File: src/hdl/periodic_timer_queue_assert.svh
// Assertion shorthands used by the timer queue datapath.
// Each macro expects clk and rst_n to be visible where it is used.
`ifndef PERIODIC_TIMER_QUEUE_ASSERT_SVH
`define PERIODIC_TIMER_QUEUE_ASSERT_SVH

// The consequent must hold in the same cycle as the antecedent.
`define PTQ_ASSERT_SAME(lbl, ante, cons, msg) \
  lbl: assert property (@(posedge clk) disable iff (!rst_n) (ante) |-> (cons)) \
    else $error(msg);

// The consequent must hold in the cycle after the antecedent.
`define PTQ_ASSERT_NEXT(lbl, ante, cons, msg) \
  lbl: assert property (@(posedge clk) disable iff (!rst_n) (ante) |=> (cons)) \
    else $error(msg);

`endif

File: src/hdl/ptq_pkg.sv
package ptq_pkg;

  // Sizing of the queue and of the stored task identifiers.
  localparam int QUEUE_DEPTH  = 16;
  localparam int TASK_ID_BITS = 8;
  // Most results that one tick may produce.
  localparam int MAX_RESULTS  = 16;

  localparam int IDX_W  = (QUEUE_DEPTH > 1) ? $clog2(QUEUE_DEPTH) : 1;
  localparam int CNT_W  = $clog2(QUEUE_DEPTH + 1);
  localparam int FCNT_W = $clog2(MAX_RESULTS);

  // Input item codes.
  localparam logic MODE_TICK = 1'b1;

  // Result kinds.
  localparam logic [1:0] KIND_ADDED = 2'd0;
  localparam logic [1:0] KIND_PAST  = 2'd1;
  localparam logic [1:0] KIND_FULL  = 2'd2;
  localparam logic [1:0] KIND_FIRED = 2'd3;

  typedef logic [IDX_W-1:0]        idx_t;
  typedef logic [TASK_ID_BITS-1:0] task_t;

  typedef struct packed {
    logic        mode;
    logic [7:0]  task_id;
    logic [31:0] due_time;
    logic [31:0] repeat_period;
  } in_word_t;

  typedef struct packed {
    logic [1:0]  kind;
    logic [7:0]  fired_task;
    logic [31:0] fire_time;
    logic        last;
  } out_word_t;

  // Commands from the controller to the datapath.
  typedef struct packed {
    logic accept;
    logic add;
    logic scan;
    logic fire;
    logic flush;
  } ptq_cmd_t;

  // Status from the datapath to the controller.
  typedef struct packed {
    logic in_tick;
    logic out_free;
    logic scan_done;
    logic best_found;
    logic pend_vld;
    logic cap_reached;
  } ptq_stat_t;

endpackage

File: src/hdl/ptq_ctrl.sv
module ptq_ctrl import ptq_pkg::*; (
  input  logic      clk,
  input  logic      rst_n,
  input  logic      in_valid,
  output logic      in_stall,
  input  ptq_stat_t stat,
  output ptq_cmd_t  cmd
);

  typedef enum logic [4:0] {
    ST_IDLE  = 5'b00001,
    ST_ADD   = 5'b00010,
    ST_SCAN  = 5'b00100,
    ST_FIRE  = 5'b01000,
    ST_FLUSH = 5'b10000
  } state_t;

  state_t state_r, state_nxt;

  always_comb begin
    cmd       = '0;
    state_nxt = state_r;
    unique case (state_r)
      ST_IDLE: begin
        if (in_valid) begin
          cmd.accept = 1'b1;
          state_nxt  = stat.in_tick ? ST_SCAN : ST_ADD;
        end
      end
      ST_ADD: begin
        if (stat.out_free) begin
          cmd.add   = 1'b1;
          state_nxt = ST_IDLE;
        end
      end
      ST_SCAN: begin
        cmd.scan = 1'b1;
        if (stat.scan_done) begin
          priority if (stat.best_found) begin
            state_nxt = ST_FIRE;
          end else if (stat.pend_vld) begin
            state_nxt = ST_FLUSH;
          end else begin
            state_nxt = ST_IDLE;
          end
        end
      end
      ST_FIRE: begin
        // A held result moves out first, so the output register must be free.
        if (!stat.pend_vld || stat.out_free) begin
          cmd.fire  = 1'b1;
          state_nxt = stat.cap_reached ? ST_FLUSH : ST_SCAN;
        end
      end
      ST_FLUSH: begin
        if (stat.out_free) begin
          cmd.flush = 1'b1;
          state_nxt = ST_IDLE;
        end
      end
      default: begin
        state_nxt = ST_IDLE;
      end
    endcase
  end

  always_ff @(posedge clk) begin
    if (!rst_n) begin
      state_r <= ST_IDLE;
    end else begin
      state_r <= state_nxt;
    end
  end

  assign in_stall = (state_r != ST_IDLE);

endmodule

File: src/hdl/ptq_dpath.sv
module ptq_dpath import ptq_pkg::*; (
  input  logic      clk,
  input  logic      rst_n,
  input  in_word_t  in_word,
  input  ptq_cmd_t  cmd,
  output ptq_stat_t stat,
  input  logic      out_stall,
  output logic      out_valid,
  output out_word_t out_word
);

  localparam logic [IDX_W:0] SCAN_END = (IDX_W + 1)'(QUEUE_DEPTH);

  // Clock and entry bookkeeping.
  logic [31:0]            clock_now_r, clock_now_nxt;
  logic [QUEUE_DEPTH-1:0] valid_r, valid_nxt;
  idx_t                   rank_r [QUEUE_DEPTH];
  idx_t                   rank_nxt [QUEUE_DEPTH];
  logic [CNT_W-1:0]       count_r, count_nxt;

  // Entry payload memories.
  logic [31:0] due_mem [QUEUE_DEPTH];
  task_t       task_mem [QUEUE_DEPTH];
  logic [31:0] per_mem [QUEUE_DEPTH];
  logic        mem_we;
  idx_t        mem_widx;
  logic [31:0] mem_wdue;
  task_t       mem_wtask;
  logic [31:0] mem_wper;

  in_word_t item_r;

  // Scan pipeline: issue an address, then compare the entry from the registered read port.
  logic [IDX_W:0] scan_idx_r, scan_idx_nxt;
  logic           rd_pend_r, rd_pend_nxt;
  logic           rd_valid_r;
  idx_t           rd_rank_r;
  idx_t           rd_idx_r;
  logic [31:0]    rd_due_r;
  task_t          rd_task_r;
  logic [31:0]    rd_per_r;
  logic           issue;
  idx_t           issue_idx;
  logic           better;

  logic        best_found_r, best_found_nxt;
  logic [31:0] best_due_r;
  idx_t        best_rank_r;
  task_t       best_task_r;
  logic [31:0] best_per_r;
  idx_t        best_idx_r;

  // The fired result waits here until we know whether it is the last one.
  logic        pend_vld_r, pend_vld_nxt;
  task_t       pend_task_r;
  logic [31:0] pend_time_r;

  logic [FCNT_W-1:0] fire_cnt_r, fire_cnt_nxt;

  logic      out_valid_r, out_valid_nxt;
  out_word_t out_word_r;
  logic      push;
  out_word_t push_word;

  idx_t        free_idx;
  logic        full;
  logic        past;
  task_t       item_task;
  logic [32:0] reload_sum;
  logic [31:0] reload_due;
  logic        reload;

  assign issue     = cmd.scan && (scan_idx_r < SCAN_END);
  assign issue_idx = scan_idx_r[IDX_W-1:0];

  assign better = cmd.scan && rd_pend_r && rd_valid_r && (rd_due_r <= clock_now_r) &&
                  (!best_found_r || (rd_due_r < best_due_r) ||
                   ((rd_due_r == best_due_r) && (rd_rank_r < best_rank_r)));

  // Lowest free slot.
  always_comb begin
    free_idx = '0;
    for (int i = QUEUE_DEPTH - 1; i >= 0; i--) begin
      if (!valid_r[i]) begin
        free_idx = idx_t'(i);
      end
    end
  end

  assign full      = (count_r == CNT_W'(QUEUE_DEPTH));
  assign past      = (item_r.due_time < clock_now_r);
  assign item_task = task_t'(item_r.task_id);

  assign reload_sum = {1'b0, best_due_r} + {1'b0, best_per_r};
  assign reload_due = reload_sum[32] ? '1 : reload_sum[31:0];
  assign reload     = (best_per_r != '0);

  always_comb begin
    clock_now_nxt  = clock_now_r;
    valid_nxt      = valid_r;
    rank_nxt       = rank_r;
    count_nxt      = count_r;
    scan_idx_nxt   = scan_idx_r;
    rd_pend_nxt    = rd_pend_r;
    best_found_nxt = best_found_r;
    pend_vld_nxt   = pend_vld_r;
    fire_cnt_nxt   = fire_cnt_r;
    mem_we         = 1'b0;
    mem_widx       = free_idx;
    mem_wdue       = item_r.due_time;
    mem_wtask      = item_task;
    mem_wper       = item_r.repeat_period;
    push           = 1'b0;
    push_word      = '0;

    if (cmd.accept && (in_word.mode == MODE_TICK)) begin
      if (clock_now_r != '1) begin
        clock_now_nxt = clock_now_r + 32'd1;
      end
      scan_idx_nxt   = '0;
      rd_pend_nxt    = 1'b0;
      best_found_nxt = 1'b0;
      fire_cnt_nxt   = '0;
    end

    if (cmd.add) begin
      push                 = 1'b1;
      push_word.fired_task = 8'(item_task);
      push_word.fire_time  = item_r.due_time;
      push_word.last       = 1'b1;
      priority if (past) begin
        push_word.kind = KIND_PAST;
      end else if (full) begin
        push_word.kind = KIND_FULL;
      end else begin
        push_word.kind     = KIND_ADDED;
        mem_we             = 1'b1;
        valid_nxt[free_idx] = 1'b1;
        rank_nxt[free_idx]  = idx_t'(count_r);
        count_nxt          = count_r + CNT_W'(1);
      end
    end

    if (cmd.scan) begin
      rd_pend_nxt = issue;
      if (issue) begin
        scan_idx_nxt = scan_idx_r + (IDX_W + 1)'(1);
      end
      if (better) begin
        best_found_nxt = 1'b1;
      end
    end

    if (cmd.fire) begin
      if (pend_vld_r) begin
        push                 = 1'b1;
        push_word.kind       = KIND_FIRED;
        push_word.fired_task = 8'(pend_task_r);
        push_word.fire_time  = pend_time_r;
        push_word.last       = 1'b0;
      end
      pend_vld_nxt = 1'b1;
      // Removing the entry closes the gap it leaves in the insertion order.
      for (int i = 0; i < QUEUE_DEPTH; i++) begin
        if (valid_r[i] && (rank_r[i] > best_rank_r)) begin
          rank_nxt[i] = rank_r[i] - idx_t'(1);
        end
      end
      if (reload) begin
        rank_nxt[best_idx_r] = idx_t'(count_r - CNT_W'(1));
        mem_we    = 1'b1;
        mem_widx  = best_idx_r;
        mem_wdue  = reload_due;
        mem_wtask = best_task_r;
        mem_wper  = best_per_r;
      end else begin
        valid_nxt[best_idx_r] = 1'b0;
        count_nxt             = count_r - CNT_W'(1);
      end
      fire_cnt_nxt   = fire_cnt_r + FCNT_W'(1);
      scan_idx_nxt   = '0;
      rd_pend_nxt    = 1'b0;
      best_found_nxt = 1'b0;
    end

    if (cmd.flush) begin
      push                 = 1'b1;
      push_word.kind       = KIND_FIRED;
      push_word.fired_task = 8'(pend_task_r);
      push_word.fire_time  = pend_time_r;
      push_word.last       = 1'b1;
      pend_vld_nxt         = 1'b0;
    end

    out_valid_nxt = out_valid_r && out_stall;
    if (push) begin
      out_valid_nxt = 1'b1;
    end
  end

  // Memories: one write port, one registered read port.
  always_ff @(posedge clk) begin
    if (mem_we) begin
      due_mem[mem_widx]  <= mem_wdue;
      task_mem[mem_widx] <= mem_wtask;
      per_mem[mem_widx]  <= mem_wper;
    end
    if (issue) begin
      rd_due_r   <= due_mem[issue_idx];
      rd_task_r  <= task_mem[issue_idx];
      rd_per_r   <= per_mem[issue_idx];
      rd_valid_r <= valid_r[issue_idx];
      rd_rank_r  <= rank_r[issue_idx];
      rd_idx_r   <= issue_idx;
    end
  end

  always_ff @(posedge clk) begin
    rank_r <= rank_nxt;
    if (cmd.accept) begin
      item_r <= in_word;
    end
    if (better) begin
      best_due_r  <= rd_due_r;
      best_rank_r <= rd_rank_r;
      best_task_r <= rd_task_r;
      best_per_r  <= rd_per_r;
      best_idx_r  <= rd_idx_r;
    end
    if (cmd.fire) begin
      pend_task_r <= best_task_r;
      pend_time_r <= best_due_r;
    end
    if (push) begin
      out_word_r <= push_word;
    end
  end

  always_ff @(posedge clk) begin
    if (!rst_n) begin
      clock_now_r  <= '0;
      valid_r      <= '0;
      count_r      <= '0;
      scan_idx_r   <= '0;
      rd_pend_r    <= 1'b0;
      best_found_r <= 1'b0;
      pend_vld_r   <= 1'b0;
      fire_cnt_r   <= '0;
      out_valid_r  <= 1'b0;
    end else begin
      clock_now_r  <= clock_now_nxt;
      valid_r      <= valid_nxt;
      count_r      <= count_nxt;
      scan_idx_r   <= scan_idx_nxt;
      rd_pend_r    <= rd_pend_nxt;
      best_found_r <= best_found_nxt;
      pend_vld_r   <= pend_vld_nxt;
      fire_cnt_r   <= fire_cnt_nxt;
      out_valid_r  <= out_valid_nxt;
    end
  end

  assign stat.in_tick     = (in_word.mode == MODE_TICK);
  assign stat.out_free    = !out_valid_r || !out_stall;
  assign stat.scan_done   = (scan_idx_r == SCAN_END) && !rd_pend_r;
  assign stat.best_found  = best_found_r;
  assign stat.pend_vld    = pend_vld_r;
  assign stat.cap_reached = (fire_cnt_r == FCNT_W'(MAX_RESULTS - 1));

  assign out_valid = out_valid_r;
  assign out_word  = out_word_r;

  `include "periodic_timer_queue_assert.svh"

  `PTQ_ASSERT_SAME(a_count_tracks_valid, 1'b1, $countones(valid_r) == count_r, "entry count out of step with valid bits")
  `PTQ_ASSERT_SAME(a_fire_needs_best, cmd.fire, best_found_r, "fire issued with no due entry selected")
  `PTQ_ASSERT_SAME(a_no_result_overwrite, out_valid_r && out_stall, !push, "held result overwritten")
  `PTQ_ASSERT_NEXT(a_clock_monotonic, 1'b1, clock_now_r >= $past(clock_now_r), "clock moved backward")

endmodule

File: src/hdl/periodic_timer_queue.sv
// Channel   Direction  Ports                           Word type
// input     in         in_valid, in_stall, in_word     in_word_t (add or tick)
// result    out        out_valid, out_stall, out_word  out_word_t (one result)
//
// An add item is accepted and then, in the add step, checked, stored and
// posted as its single result.
// A tick item scans the queue once per fired entry plus once more to find
// nothing left. Each scan reads the entry memories one slot a cycle. A tick
// that reaches the cap of MAX_RESULTS fired entries skips the final scan.
// Reset is synchronous and active low; it empties the queue and zeroes the
// clock at once, with no clearing pass.
// A stall on the result side holds the block only when a new result must
// enter the output register while the previous one is still waiting.
module periodic_timer_queue import ptq_pkg::*; (
  input  logic      clk,
  input  logic      rst_n,
  input  logic      in_valid,
  output logic      in_stall,
  input  in_word_t  in_word,
  output logic      out_valid,
  input  logic      out_stall,
  output out_word_t out_word
);

  // The controller sequences accept, add, scan, fire and flush steps; the
  // datapath holds the clock, the entry memories and the output register.
  ptq_cmd_t  cmd;
  ptq_stat_t stat;

  ptq_ctrl u_ctrl (
    .clk      (clk),
    .rst_n    (rst_n),
    .in_valid (in_valid),
    .in_stall (in_stall),
    .stat     (stat),
    .cmd      (cmd)
  );

  ptq_dpath u_dpath (
    .clk       (clk),
    .rst_n     (rst_n),
    .in_word   (in_word),
    .cmd       (cmd),
    .stat      (stat),
    .out_stall (out_stall),
    .out_valid (out_valid),
    .out_word  (out_word)
  );

endmodule
File: config.mk
export PLATFORM = sky130hd
export DESIGN_NAME = periodic_timer_queue
export DESIGN_NICKNAME = d
export VERILOG_FILES = /design/src/hdl/ptq_pkg.sv /design/src/hdl/ptq_ctrl.sv /design/src/hdl/ptq_dpath.sv /design/src/hdl/periodic_timer_queue.sv
export VERILOG_INCLUDE_DIRS = /design/src /design/src/hdl
export SDC_FILE = /design/constraint.sdc
export NUM_CORES = 2
export LEC_CHECK = 0
export BUFFER_PORTS_ARGS = -buffer_cell sky130_fd_sc_hd__buf_2
export CORE_MARGIN = 10
export CORE_UTILIZATION = 40
export CTS_CLUSTER_DIAMETER = 80
export CTS_CLUSTER_SIZE = 24
export DETAILED_ROUTE_END_ITERATION = 6
export PLACE_DENSITY_LB_ADDON = 0.12
export SLEW_MARGIN = 5
export SYNTH_ARGS = -nofsm -noshare
export SYNTH_HDL_FRONTEND = slang
export SYNTH_SLANG_ARGS = --single-unit
export TNS_END_PERCENT = 50
File: constraint.sdc
create_clock -name clk -period 5.4 [get_ports clk]
set_input_delay 0.54 -clock clk [delete_from_list [all_inputs] [get_ports clk]]
set_output_delay 0.54 -clock clk [all_outputs]
set_load 0.01 [all_outputs]
==> run summary <==
DR WL/cell - 30.0 um
Die Ht - 431 um
XOR/XNOR share of the synthesized area - 1.16%
Slew HR - 16.4%
clock transition at the registers of the reported paths - 0.10 ns
GRT Util Overall - 20.4%
Most Used Layer, Global Route - met2
clock root cell - clkbuf_16
complex-gate fraction of the synthesized area - 4.98%
Core Area - 0.167 mm^2
fmax - 0.219 GHz
initial antenna violation count - 13
post-synthesis adder-cell area fraction - 4.03%
TNS Setup - 0 ns
syn nets - 4181
Final Cycle Share - 84.6%
initial core utilization - 40.3%
# hold bufs at CTS - 63
Post-DP HPWL - 129000 um
cts repair resizes - 0
GRT met1 Usage - 30.9%
Final min period - 4.57 ns
Distinct cells, synth - 73
CTS tree - yes
clock skew - 0.0433 ns
Fill cells - 14500
Area contributors post-synth - edfxtp_1 65%, mux4_2 13%, dfxtp_1 4.0%
DP Area - 0.0717 mm^2
number of enable flip-flop cells after synthesis - 1468
clock latency at the later pin of the worst-skew pair - 0.75 ns
IO Port Bufs - 121
synth warn - 0
fraction of layout instances using a drive strength above 1 - 19.9%
Arr. time, crit path - 5.00 ns
Initial DRT Pass Iterations - 5
H-tree levels - 3
Die Area - 0.186 mm^2
largest family of logic cells by synthesized area - multiplexers
leakage - 24.6 nW
initial drt markers - 4046
number of cell rows - 150
mux contribution to synthesized area - 13.6%
sequential area share after synthesis - 69.3%
Final nets - 4421
most area-hungry cell type in the Yosys netlist - edfxtp_1
Final Hold Viols - 0
Synth Area per Inst - 17.4 um^2
Worst EP required - 5.83 ns
Yosys top cell area share - 65.3%
ys async rst share - 0%
met2 Use GR - 31.0%
vias in the first global route - 36400
status - finished, final reports clean
Yosys reg bits - 1603
Congestion Overflow GR - 0
Max VDD drop - 260 uV
DRC - 0
post-synthesis simple-gate area fraction - 5.15%
vias per cell - 5.75
total power - 0.0235 W
cts bufs inserted - 94
GR Util met3 - 2.53%
I/O pin count - 122
worst-margin pin slew - 1.25 ns
critical path, cell by cell - ha_1, nand3_1, or3_1, nor4_1, and2_1, nor3_1, o21ai_2, nand2_1, o32ai_1, and2_4, buf_12
Setup Fix Bufs, Post-CTS - 0
RSZ-0062 raised after global routing - false
final setup vio count - 0
Layout area overhead - 11.9%
kind of end point of the critical path - flop
slowest stage delay, CP - 0.77 ns
Cells after Synth - 3887
CP Max Fanout - 28
DRT antenna net count - 0
gpl congestion - 0.863
CTS max path bufs - 3
element type at the critical path start - flop
Slowest-stage cell, CP - o32ai_1
Synth Flop Type - edfxtp_1
Hold/Removal Path Class - in2reg
via count - 36800
Slew Limit Fails - 0
first-pass GRT wire length - 276000 um
post-route cell area - 0.0755 mm^2
Sink Count - 1603
Power per Cell Area - 311 mW/mm^2
Max Cap Viol - 0
WS Path Type - reg2reg
die width - 431 um
largest net degree at the start of global routing - 122
routed wire length - 192000 um
cell area after synthesis - 0.0675 mm^2
==> synth_stat cells (7+ instances only) <==
| library cell | instances |
|---|---|
| edfxtp_1 | 1468 |
| a21boi_0 | 7 |
| dfxtp_1 | 135 |
| or3_1 | 10 |
| nor2_1 | 109 |
| xor2_1 | 48 |
| nor4_1 | 19 |
| buf_1 | 25 |
| a22o_1 | 48 |
| ha_1 | 216 |
| a21oi_1 | 120 |
| and3_1 | 8 |
| a22oi_1 | 41 |
| xnor2_1 | 41 |
| o21ai_0 | 100 |
| a31oi_1 | 13 |
| nand2_1 | 269 |
| nor2b_1 | 30 |
| o22ai_1 | 64 |
| nand3_1 | 56 |
| nor3_1 | 45 |
| a211oi_1 | 13 |
| o211ai_1 | 22 |
| clkbuf_1 | 130 |
| nand2b_1 | 36 |
| or2_2 | 7 |
| a311oi_1 | 7 |
| a21o_1 | 33 |
| mux4_2 | 385 |
| nand4_1 | 54 |
| and2_1 | 51 |
| mux2i_1 | 51 |
| inv_1 | 149 |
==> layer usage <==
layer | routed length [um] | up-vias
li1 | - | 16000
met5 | 25 | -
met3 | 10100 | 209
met2 | 86500 | 1101
met4 | 4700 | 4
met1 | 90600 | 19500
==> metrics by stage <==
stage	instances	util [%]	setup WS [ns]	hold WS, ns
5_1_grt	6395	45.1	0.540	0.0117
6_report	6396	45.1	0.833	0.0429
4_1_cts	6395	45.1	0.810	0.00685
3_5_place_dp	6172	42.8	0.874	0.405
2_1_floorplan	3887	-	0.426	0.400
3_3_place_gp	6172	42.8	0.842	0.402
==> worst paths after layout <==
kind	start	end	slack (ns)	cells past startpoint
max	u_dpath.item_r[54]	u_dpath.per_mem[7][26]	0.83	11
min	in_word[62]	u_dpath.item_r[62]	0.04	1
max reg2reg	u_dpath.item_r[54]	u_dpath.per_mem[7][26]	0.83	11
min reg2reg	u_dpath.rd_per_r[21]	u_dpath.best_per_r[21]	0.43	0
==> cells by family (layout without fill, tap and decap cells) <==
logic type,Yosys count,in the layout
compound gates,517,517
flops,1603,1603
other cells,0,1
buf+inv,309,613
fa+ha+maj,217,217
xor+xnor,89,89
mux,436,436
simple gates,716,716
==> power breakdown <==
group	internal, W	switching [W]	leakage, nW
registers	0.0139	0.000132	14.3
clock network	0.00374	0.00446	1.55
logic	0.000409	0.000874	8.81
total	0.0180	0.00547	24.6
==> layout by cell type (no fill, tap or decap), types with 54 or more instances in the layout <==
master / netlist / routed
a21oi_1: 120 / 120
edfxtp_1: 1468 / 1468
nor2_1: 109 / 107
nand3_1: 56 / 56
nand4_1: 54 / 54
dlygate4sd3_1: 0 / 63
o22ai_1: 64 / 64
nand2_1: 269 / 268
mux4_2: 385 / 385
inv_1: 149 / 145
buf_4: 1 / 83
clkbuf_16: 0 / 95
ha_1: 216 / 216
dfxtp_1: 135 / 131
buf_2: 2 / 121
o21ai_0: 100 / 99
==> state kept, by name, summed over array words and instances, names as in the netlist, 5 cells and up <==
signal and count:
u_dpath.pend_time_r 32, u_ctrl.state_r 5, u_dpath.best_task_r 8, u_dpath.item_r 64
u_dpath.best_due_r 32, u_dpath.valid_r 16, u_dpath.task_mem 128, u_dpath.best_per_r 32
u_dpath.per_mem 512, u_dpath.item_task 8, u_dpath.clock_now_r 32, u_dpath.count_r 5
u_dpath.rd_due_r 32, u_dpath.rank_r 64, u_dpath.scan_idx_r 5, u_dpath.rd_task_r 8
u_dpath.pend_task_r 8, u_dpath.due_mem 512, u_dpath.rd_per_r 32, u_dpath.out_word 43
==> cell type report <==
type,instances,area [um^2],share of cell area (%)
tap,2204,2760,3.65
timing repair buffer,303,2580,3.42
antenna,1,2.50,0.00331
clock buffer,100,2400,3.17
multi-input combinational,1975,19600,26.0
sequential,1603,46800,62.0
inverter,150,573,0.759
clock inverter,60,787,1.04
==> critical path: cells and delay by family, from the launching register on <==
kind                     cells  cell delay (ns)
flip-flops                   1             0.45
AO/OA/AOI/OAI                2             1.17
buffers and inverters        1             0.28
adder cells (fa/ha/maj)      1             0.34
AND/OR/NAND/NOR              7             1.96
(Power assumes the default switching activity.)
